[src/sv/bgr888_to_rgb565_window_writer_defines.svh]
// Assertion macros shared by the window writer modules.
`ifndef BGR888_TO_RGB565_WINDOW_WRITER_DEFINES_SVH
`define BGR888_TO_RGB565_WINDOW_WRITER_DEFINES_SVH

// The condition holds in the same cycle as the trigger.
`define B2R_ASSERT_IMPLY(label, ante, cons, msg) \
  label: assert property (@(posedge clk) disable iff (rst) (ante) |-> (cons)) \
    else $error(msg);

// The condition holds in the cycle after the trigger.
`define B2R_ASSERT_NEXT(label, ante, cons, msg) \
  label: assert property (@(posedge clk) disable iff (rst) (ante) |=> (cons)) \
    else $error(msg);

`endif

[src/sv/b2r_pkg.sv]
// Types, constants and the color packing function of the window writer.
package b2r_pkg;

  localparam int unsigned CoordW = 9;

  localparam logic [CoordW-1:0] LIMIT_X   = 9'd320;
  localparam logic [CoordW-1:0] LIMIT_Y   = 9'd240;
  localparam logic [CoordW-1:0] MAX_COORD = 9'd511;

  localparam logic [CoordW-1:0] START_X_RESET = 9'd0;
  localparam logic [CoordW-1:0] START_Y_RESET = 9'd0;
  localparam logic [CoordW-1:0] END_X_RESET   = 9'd319;
  localparam logic [CoordW-1:0] END_Y_RESET   = 9'd239;

  localparam logic [1:0] REG_START_X = 2'd0;
  localparam logic [1:0] REG_START_Y = 2'd1;
  localparam logic [1:0] REG_END_X   = 2'd2;
  localparam logic [1:0] REG_END_Y   = 2'd3;

  // Position of a word within its three-word group.
  localparam logic [1:0] PHASE_FIRST  = 2'd0;
  localparam logic [1:0] PHASE_SECOND = 2'd1;
  localparam logic [1:0] PHASE_THIRD  = 2'd2;

  typedef struct packed {
    logic restart;
    logic advance;
  } cursor_step_t;

  typedef struct packed {
    logic [CoordW-1:0] x;
    logic [CoordW-1:0] y;
  } cursor_pos_t;

  // Pixel 0 takes B0/G0 from the held word and R0 from the low byte of the
  // current word; pixel 1 takes B1 from the held high byte and G1/R1 here.
  function automatic logic [15:0] pack_rgb565(input logic [15:0] held,
                                              input logic [15:0] word,
                                              input logic        second_pixel);
    logic [15:0] color;
    if (second_pixel) begin
      color = {word[15:11], word[7:2], held[15:11]};
    end else begin
      color = {word[7:3], held[15:10], held[7:3]};
    end
    return color;
  endfunction

endpackage

[src/sv/b2r_cursor.sv]
// Window cursor: walks y fastest, then steps x with saturation.
`include "bgr888_to_rgb565_window_writer_defines.svh"

module b2r_cursor (
  input  logic                       clk,
  input  logic                       rst,
  input  logic [b2r_pkg::CoordW-1:0] start_x,
  input  logic [b2r_pkg::CoordW-1:0] start_y,
  input  logic [b2r_pkg::CoordW-1:0] end_y,
  input  b2r_pkg::cursor_step_t      step,
  output b2r_pkg::cursor_pos_t       pos
);
  import b2r_pkg::*;

  logic [CoordW-1:0] cur_x;
  logic [CoordW-1:0] cur_y;
  logic [CoordW-1:0] cur_x_next;
  logic [CoordW-1:0] cur_y_next;
  logic [CoordW:0]   y_inc;

  // A restart takes effect for the word that carries it.
  assign pos.x = step.restart ? start_x : cur_x;
  assign pos.y = step.restart ? start_y : cur_y;
  assign y_inc = {1'b0, pos.y} + {{CoordW{1'b0}}, 1'b1};

  always_comb begin
    cur_x_next = pos.x;
    cur_y_next = pos.y;
    if (step.advance) begin
      if (y_inc > {1'b0, end_y}) begin
        cur_y_next = start_y;
        if (pos.x < MAX_COORD) begin
          cur_x_next = pos.x + 9'd1;
        end
      end else begin
        cur_y_next = y_inc[CoordW-1:0];
      end
    end
  end

  always_ff @(posedge clk) begin
    if (rst) begin
      cur_x <= START_X_RESET;
      cur_y <= START_Y_RESET;
    end else begin
      cur_x <= cur_x_next;
      cur_y <= cur_y_next;
    end
  end

  `B2R_ASSERT_NEXT(a_x_never_backs, step.advance && !step.restart, cur_x >= $past(cur_x), "cursor x moved back without a restart")
  `B2R_ASSERT_NEXT(a_restart_loads, step.restart && !step.advance, (cur_x == $past(start_x)) && (cur_y == $past(start_y)), "restart did not load the window start")
  `B2R_ASSERT_NEXT(a_y_wraps_to_start, step.advance && (y_inc > {1'b0, end_y}), cur_y == $past(start_y), "cursor y did not return to the window start y")

endmodule

[src/sv/bgr888_to_rgb565_window_writer.sv]
// Packed BGR888 word stream to RGB565 pixels with window coordinates.
// The block takes one 16-bit word per clock while the downstream is ready:
// each three-word group yields up to two pixels, from its
// second and third words, and a pixel appears on the output in the cycle after
// the word that completes it. A word is taken whenever the single output
// register is empty or being drained in the same cycle, so throughput is
// set only by the downstream ready. Pixels whose cursor lies beyond x 320
// or y 240 are dropped while the cursor still advances. Window registers
// are written through the cfg port; a start flag in tuser reloads the cursor.
`include "bgr888_to_rgb565_window_writer_defines.svh"

module bgr888_to_rgb565_window_writer (
  input  logic        clk,
  input  logic        rst,
  input  logic        s_axis_tvalid,
  output logic        s_axis_tready,
  input  logic [15:0] s_axis_tdata,  // [15:0] packed_word
  input  logic        s_axis_tuser,  // [0] picture_start
  output logic        m_axis_tvalid,
  input  logic        m_axis_tready,
  output logic [39:0] m_axis_tdata,  // [8:0] pixel_x, [16:9] pixel_y, [32:17] pixel_color
  input  logic        cfg_we,
  input  logic [1:0]  cfg_index,
  input  logic [8:0]  cfg_data
);
  import b2r_pkg::*;

  logic [CoordW-1:0] start_x;
  logic [CoordW-1:0] start_y;
  logic [CoordW-1:0] end_y;

  logic [15:0] held_word;
  logic [1:0]  word_phase;
  logic [1:0]  word_phase_next;
  logic [1:0]  cur_phase;

  logic         s_accept;
  logic         pixel_step;
  logic         in_bounds;
  logic [15:0]  color;
  cursor_step_t step;
  cursor_pos_t  pos;

  logic        out_valid;
  logic [32:0] out_data;

  assign s_axis_tready = !out_valid || m_axis_tready;
  assign s_accept      = s_axis_tvalid && s_axis_tready;

  // A start request makes this word the first of a group.
  assign cur_phase  = s_axis_tuser ? PHASE_FIRST : word_phase;
  assign pixel_step = (cur_phase == PHASE_SECOND) || (cur_phase == PHASE_THIRD);

  assign step.restart = s_accept && s_axis_tuser;
  assign step.advance = s_accept && pixel_step;

  b2r_cursor u_cursor (
    .clk     (clk),
    .rst     (rst),
    .start_x (start_x),
    .start_y (start_y),
    .end_y   (end_y),
    .step    (step),
    .pos     (pos)
  );

  assign in_bounds = (pos.x <= LIMIT_X) && (pos.y <= LIMIT_Y);
  assign color     = pack_rgb565(held_word, s_axis_tdata, cur_phase == PHASE_THIRD);

  always_comb begin
    case (cur_phase)
      PHASE_SECOND: word_phase_next = PHASE_THIRD;
      PHASE_THIRD:  word_phase_next = PHASE_FIRST;
      default:      word_phase_next = PHASE_SECOND;
    endcase
  end

  always_ff @(posedge clk) begin
    if (rst) begin
      start_x <= START_X_RESET;
      start_y <= START_Y_RESET;
      end_y   <= END_Y_RESET;
    end else if (cfg_we) begin
      case (cfg_index)
        REG_START_X: start_x <= cfg_data;
        REG_START_Y: start_y <= cfg_data;
        // The window end x only sizes the sender's word count, so it is not stored.
        REG_END_X:   ;
        REG_END_Y:   end_y   <= cfg_data;
        default:     ;
      endcase
    end
  end

  always_ff @(posedge clk) begin
    if (rst) begin
      held_word  <= '0;
      word_phase <= PHASE_FIRST;
    end else if (s_accept) begin
      held_word  <= s_axis_tdata;
      word_phase <= word_phase_next;
    end
  end

  always_ff @(posedge clk) begin
    if (rst) begin
      out_valid <= 1'b0;
    end else begin
      out_valid <= (out_valid && !m_axis_tready) || (s_accept && pixel_step && in_bounds);
    end
  end

  always_ff @(posedge clk) begin
    if (s_accept && pixel_step && in_bounds) begin
      out_data <= {color, pos.y[7:0], pos.x};
    end
  end

  assign m_axis_tvalid = out_valid;
  assign m_axis_tdata  = {7'd0, out_data};

  `B2R_ASSERT_NEXT(a_start_group, s_accept && s_axis_tuser, word_phase == PHASE_SECOND, "start word did not open a new group")
  `B2R_ASSERT_NEXT(a_first_word_silent, s_accept && (cur_phase == PHASE_FIRST) && !out_valid, !m_axis_tvalid, "first word of a group produced a pixel")
  `B2R_ASSERT_IMPLY(a_out_in_bounds, m_axis_tvalid, (m_axis_tdata[8:0] <= LIMIT_X) && ({1'b0, m_axis_tdata[16:9]} <= LIMIT_Y), "pixel outside the panel limits was sent")

endmodule
[config.mk]
export PLATFORM = sky130hd
export DESIGN_NAME = bgr888_to_rgb565_window_writer
export DESIGN_NICKNAME = d
export VERILOG_FILES = /design/src/sv/b2r_pkg.sv /design/src/sv/b2r_cursor.sv /design/src/sv/bgr888_to_rgb565_window_writer.sv
export VERILOG_INCLUDE_DIRS = /design/src /design/src/sv
export SDC_FILE = /design/constraint.sdc
export NUM_CORES = 1
export LEC_CHECK = 0
export BUFFER_PORTS_ARGS = -buffer_cell sky130_fd_sc_hd__buf_2
export CAP_MARGIN = 20
export CORE_ASPECT_RATIO = 0.6
export CORE_UTILIZATION = 35
export CTS_BUF_LIST = sky130_fd_sc_hd__clkbuf_2 sky130_fd_sc_hd__clkbuf_4 sky130_fd_sc_hd__clkbuf_8
export CTS_CLUSTER_DIAMETER = 40
export DETAILED_ROUTE_END_ITERATION = 6
export GPL_TIMING_DRIVEN = 0
export PLACE_DENSITY_LB_ADDON = 0.1
export SETUP_SLACK_MARGIN = 0.15
export SYNTH_ARGS = -nofsm -noshare
export SYNTH_HDL_FRONTEND = slang
export SYNTH_SLANG_ARGS = --single-unit
export TNS_END_PERCENT = 30
[constraint.sdc]
create_clock -name clk -period 5.5 [get_ports clk]
set_input_delay 0.275 -clock clk [delete_from_list [all_inputs] [get_ports clk]]
set_output_delay 0.275 -clock clk [all_outputs]
set_load 0.02 [all_outputs]
==> impl_metrics.tcl <==
set metrics [dict create \
    synth-seq-cells 92 \
    die_area_mm2 0.01366 \
    antenna_cells 0 \
    worst_skew_pair.late_latency_ps 370 \
    cts.sinks 92 \
    power.share.switching_pct 26.72 \
    drt_first_pass_iters 7 \
    critPathMaxFanout 10 \
    grt_max_degree 20 \
    maxSlewViolCount 0 \
    syn_to_final_growth_pct 17.12 \
    place_congestion 0.8969 \
    die_h_um 90.92 \
    grt_usage_pct 20.28 \
    maxCapViolations 0 \
    place_inst 721 \
    setup_tns_ps 0 \
    use_met3_pct 4.444 \
    path_buf_inv 7 \
    vias 3834 \
    antenna_left 0 \
    grt_first_pass_wirelength_um 20830 \
    grt_use_met1_pct 31.22 \
    synth.avg_cell_area_um2 9.588 \
    hold_viol 0 \
    async_reset_ff_share_pct 0 \
    die_x_um 150.2 \
    finalSetupViolCount 0 \
    synth-edff-count 33 \
    leakage_nw 2.267 \
    end_kind "register" \
    layout-drive-gt1-share_pct 22.05 \
    finalCritPeriodShare_pct 86.78 \
    post_cts_resize_count 0 \
    cts_tree "built" \
    holdWs_ps 140.1 \
    post_drt_wl_per_cell_um 17.63 \
    max-vdd-ir-drop_uv 88.20 \
    p_per_area_mw_per_mm2 251.7 \
    cts_root_buf "clkbuf_8" \
    overflow 0 \
    internal-power_mw 0.9961 \
    cp.arrival_ps 5040 \
    max_freq_mhz 209.5 \
    cts-hold-fix-buffers 0 \
    post-route-min-period_ps 4773 \
    cp.required_ps 5760 \
    critPathKind "register to register" \
    core_area_mm2 0.01285 \
    crit_top_cell "ha_1" \
    antenna_found_initial 0 \
    pin_count 75 \
    seq_area_frac_synth_pct 47.10 \
    wirelength_um 12990 \
    rsz0062_at_grt "no" \
    ys_types 57 \
    grt_most_used_layer "met1" \
    synth_flop_cell "dfxtp_1" \
    crit_path_start_kind "register" \
    slowest_stage "clkbuf_1" \
    post-cts-setup-buffers 0 \
    num-nets-final 609 \
    clk_pin_slew_worst_paths_ps 90 \
    seqPwrFrac_pct 54.6 \
    run_status "finished clean" \
    ys_warn_count 0 \
    grt_pass1_vias 3736 \
    numCtsBuffers 9 \
    start_util_pct 35.88 \
    slowest_delay_ps 490 \
    tightest_slew_ps 947.2 \
    syn_area_mm2 0.004612 \
    final_cells 737 \
    rows 32 \
    slew_headroom_pct 35.22 \
    switching_power_mw 0.3632 \
    synthCells 481 \
    vias_per_cell 5.202 \
    finalClockSkew_ps 10.51 \
    htreeDepth 3 \
    io_buffers 63 \
    hpwl_um 9741 \
    critPathTopFamily "buffers and inverters" \
    cp_cell_sequence "nor2b_4 -> buf_6 -> inv_6 -> buf_12 -> nand2_8 -> buf_4 -> buf_2 -> mux2i_1 -> inv_1 -> ha_1 -> o21ai_0 -> nor3b_1 -> xnor2_1 -> ha_1 -> nand3_1 -> nor2_1 -> a32oi_1 -> o2bb2ai_1 -> clkbuf_1 -> nand4_1 -> and3_1" \
    clockBufferDepth 2 \
    drc_errors 0 \
    grt.met2_usage_pct 28.13 \
    drtIter0Drc 300 \
    p_clk_share_pct 34.3 \
    comb_power_share_pct 11.1 \
    hold_class "primary input to register" \
]
-- metal layers --
metal / vias up / part of all wire (%)
li1: 1870 / -
met1: 1843 / 53
met2: 111 / 41
met3: 10 / 5.3
met4: 0 / 0.78
met5: - / 0
-- cell usage in the layout, fill, tap and decap left out, types with 3 or more instances in the layout --
cell type  count
nand2_1       77
buf_2         66
dfxtp_1       59
a21oi_1       36
edfxtp_1      33
mux2i_1       25
nand3_1       24
inv_1         23
mux2_2        22
nor2_1        19
clkbuf_1      14
ha_1          14
o21ai_0       13
nor3_1        10
buf_4          9
clkbuf_8       9
and2_1         7
nand4_1        7
xnor2_1        7
a31oi_1        7
conb_1         7
and3_1         6
o211ai_1       6
buf_1          5
nor4_1         5
a22oi_1        4
o31a_1         4
nor3b_1        3
nand2b_1       3
a21o_1         3
-- worst reg2reg max path, stage by stage, from the launching register on --
cell       delay, ps
dfxtp_1          350
nor2b_4          150
buf_6            150
inv_6             40
buf_12           140
nand2_8           80
buf_4            220
buf_2            310
mux2i_1          170
inv_1            180
ha_1             320
o21ai_0          290
nor3b_1          310
xnor2_1          180
ha_1             280
nand3_1          120
nor2_1            50
a32oi_1          280
o2bb2ai_1        230
clkbuf_1         490
nand4_1          140
and3_1           190
-- final timing paths --
check                                                from                            to  slack [ps]  cells after the start
worst max register to register   m_axis_tvalid$_SDFF_PP0_  u_cursor.cur_x[3]$_SDFF_PP0_         730                     21
worst min register to register  held_word[5]$_SDFFE_PP0N_     held_word[5]$_SDFFE_PP0N_         460                      2
worst max-delay path             m_axis_tvalid$_SDFF_PP0_  u_cursor.cur_x[3]$_SDFF_PP0_         730                     21
worst min-delay path                     s_axis_tdata[10]    held_word[10]$_SDFFE_PP0N_         140                      3
-- power by group through the flow --
stage	logic, mW	registers (mW)	clock network (mW)
after CTS	0.151	0.742	0.481
after detailed placement	0.150	0.758	0
after floorplan	0.0907	0.760	0
final	0.151	0.742	0.466
after global placement	0.146	0.758	0
after global routing	0.167	0.745	0.505
-- flip-flops by register name, indices dropped and copies added, names as in the netlist --
register and cells:
out_data 33, held_word 11, end_y 9, start_x 9
start_y 9, u_cursor.cur_x 9, u_cursor.cur_y 9, word_phase 2
m_axis_tvalid 1
-- through the flow --
stage	instance area, um2	util (%)	power [mW]	setup WS, ps
floorplan	4634	-	0.8504	1500
CTS	5401	42.03	1.374	751.1
detailed placement	5201	40.47	0.9076	784.1
global route	5401	42.03	1.418	313.6
finish	5401	42.03	1.359	726.8
global placement	5162	40.17	0.9038	237.6
-- cells by family (layout without fill, tap and decap cells) --
group / Yosys count / count (layout) / synth area share, %
and+or+nand+nor: 171 / 171 / 17.82
DFF: 92 / 92 / 47.10
AOI/OAI and AO/OA: 91 / 91 / 12.67
buffers and inverters: 57 / 137 / 6.077
muxes: 48 / 48 / 11.12
adders and majority gates: 14 / 14 / 3.798
xor gates and xnor gates: 7 / 7 / 1.329
other: 1 / 7 / 0.08131
-- cells in the mapped netlist, types with 2 or more instances --
cell        n  area [um2]
nand2_1    77       289.0
dfxtp_1    59        1181
a21oi_1    37       185.2
edfxtp_1   33       991.0
mux2i_1    25       250.2
nand3_1    24       120.1
inv_1      23       86.33
mux2_2     22       247.7
nor2_1     19       71.32
clkbuf_1   14       52.55
ha_1       14       175.2
o21ai_0    13       65.06
nor3_1     10       50.05
buf_4       9       67.56
a31oi_1     7       43.79
and2_1      7       43.79
nand4_1     7       43.79
xnor2_1     7       61.31
and3_1      6       37.54
o211ai_1    6       45.04
buf_1       5       18.77
nor4_1      5       31.28
a22oi_1     4       30.03
o31a_1      4       35.03
a21o_1      3       22.52
buf_2       3       15.01
nand2b_1    3       18.77
nor3b_1     3       22.52
a32oi_1     2       17.52
o2bb2ai_1   2       17.52
or3_1       2       12.51
-- area by class of cell --
class / count / area, um2
buffer: 33 / 185.2
clock buffer: 9 / 123.9
clock inverter: 7 / 76.32
fill: 1298 / 7451
inverter: 24 / 95.09
multi-input combinational: 338 / 2193
sequential: 92 / 2172
tap: 170 / 212.7
timing repair buffer: 64 / 342.8
Note: power is estimated with default switching activity, not from simulation.
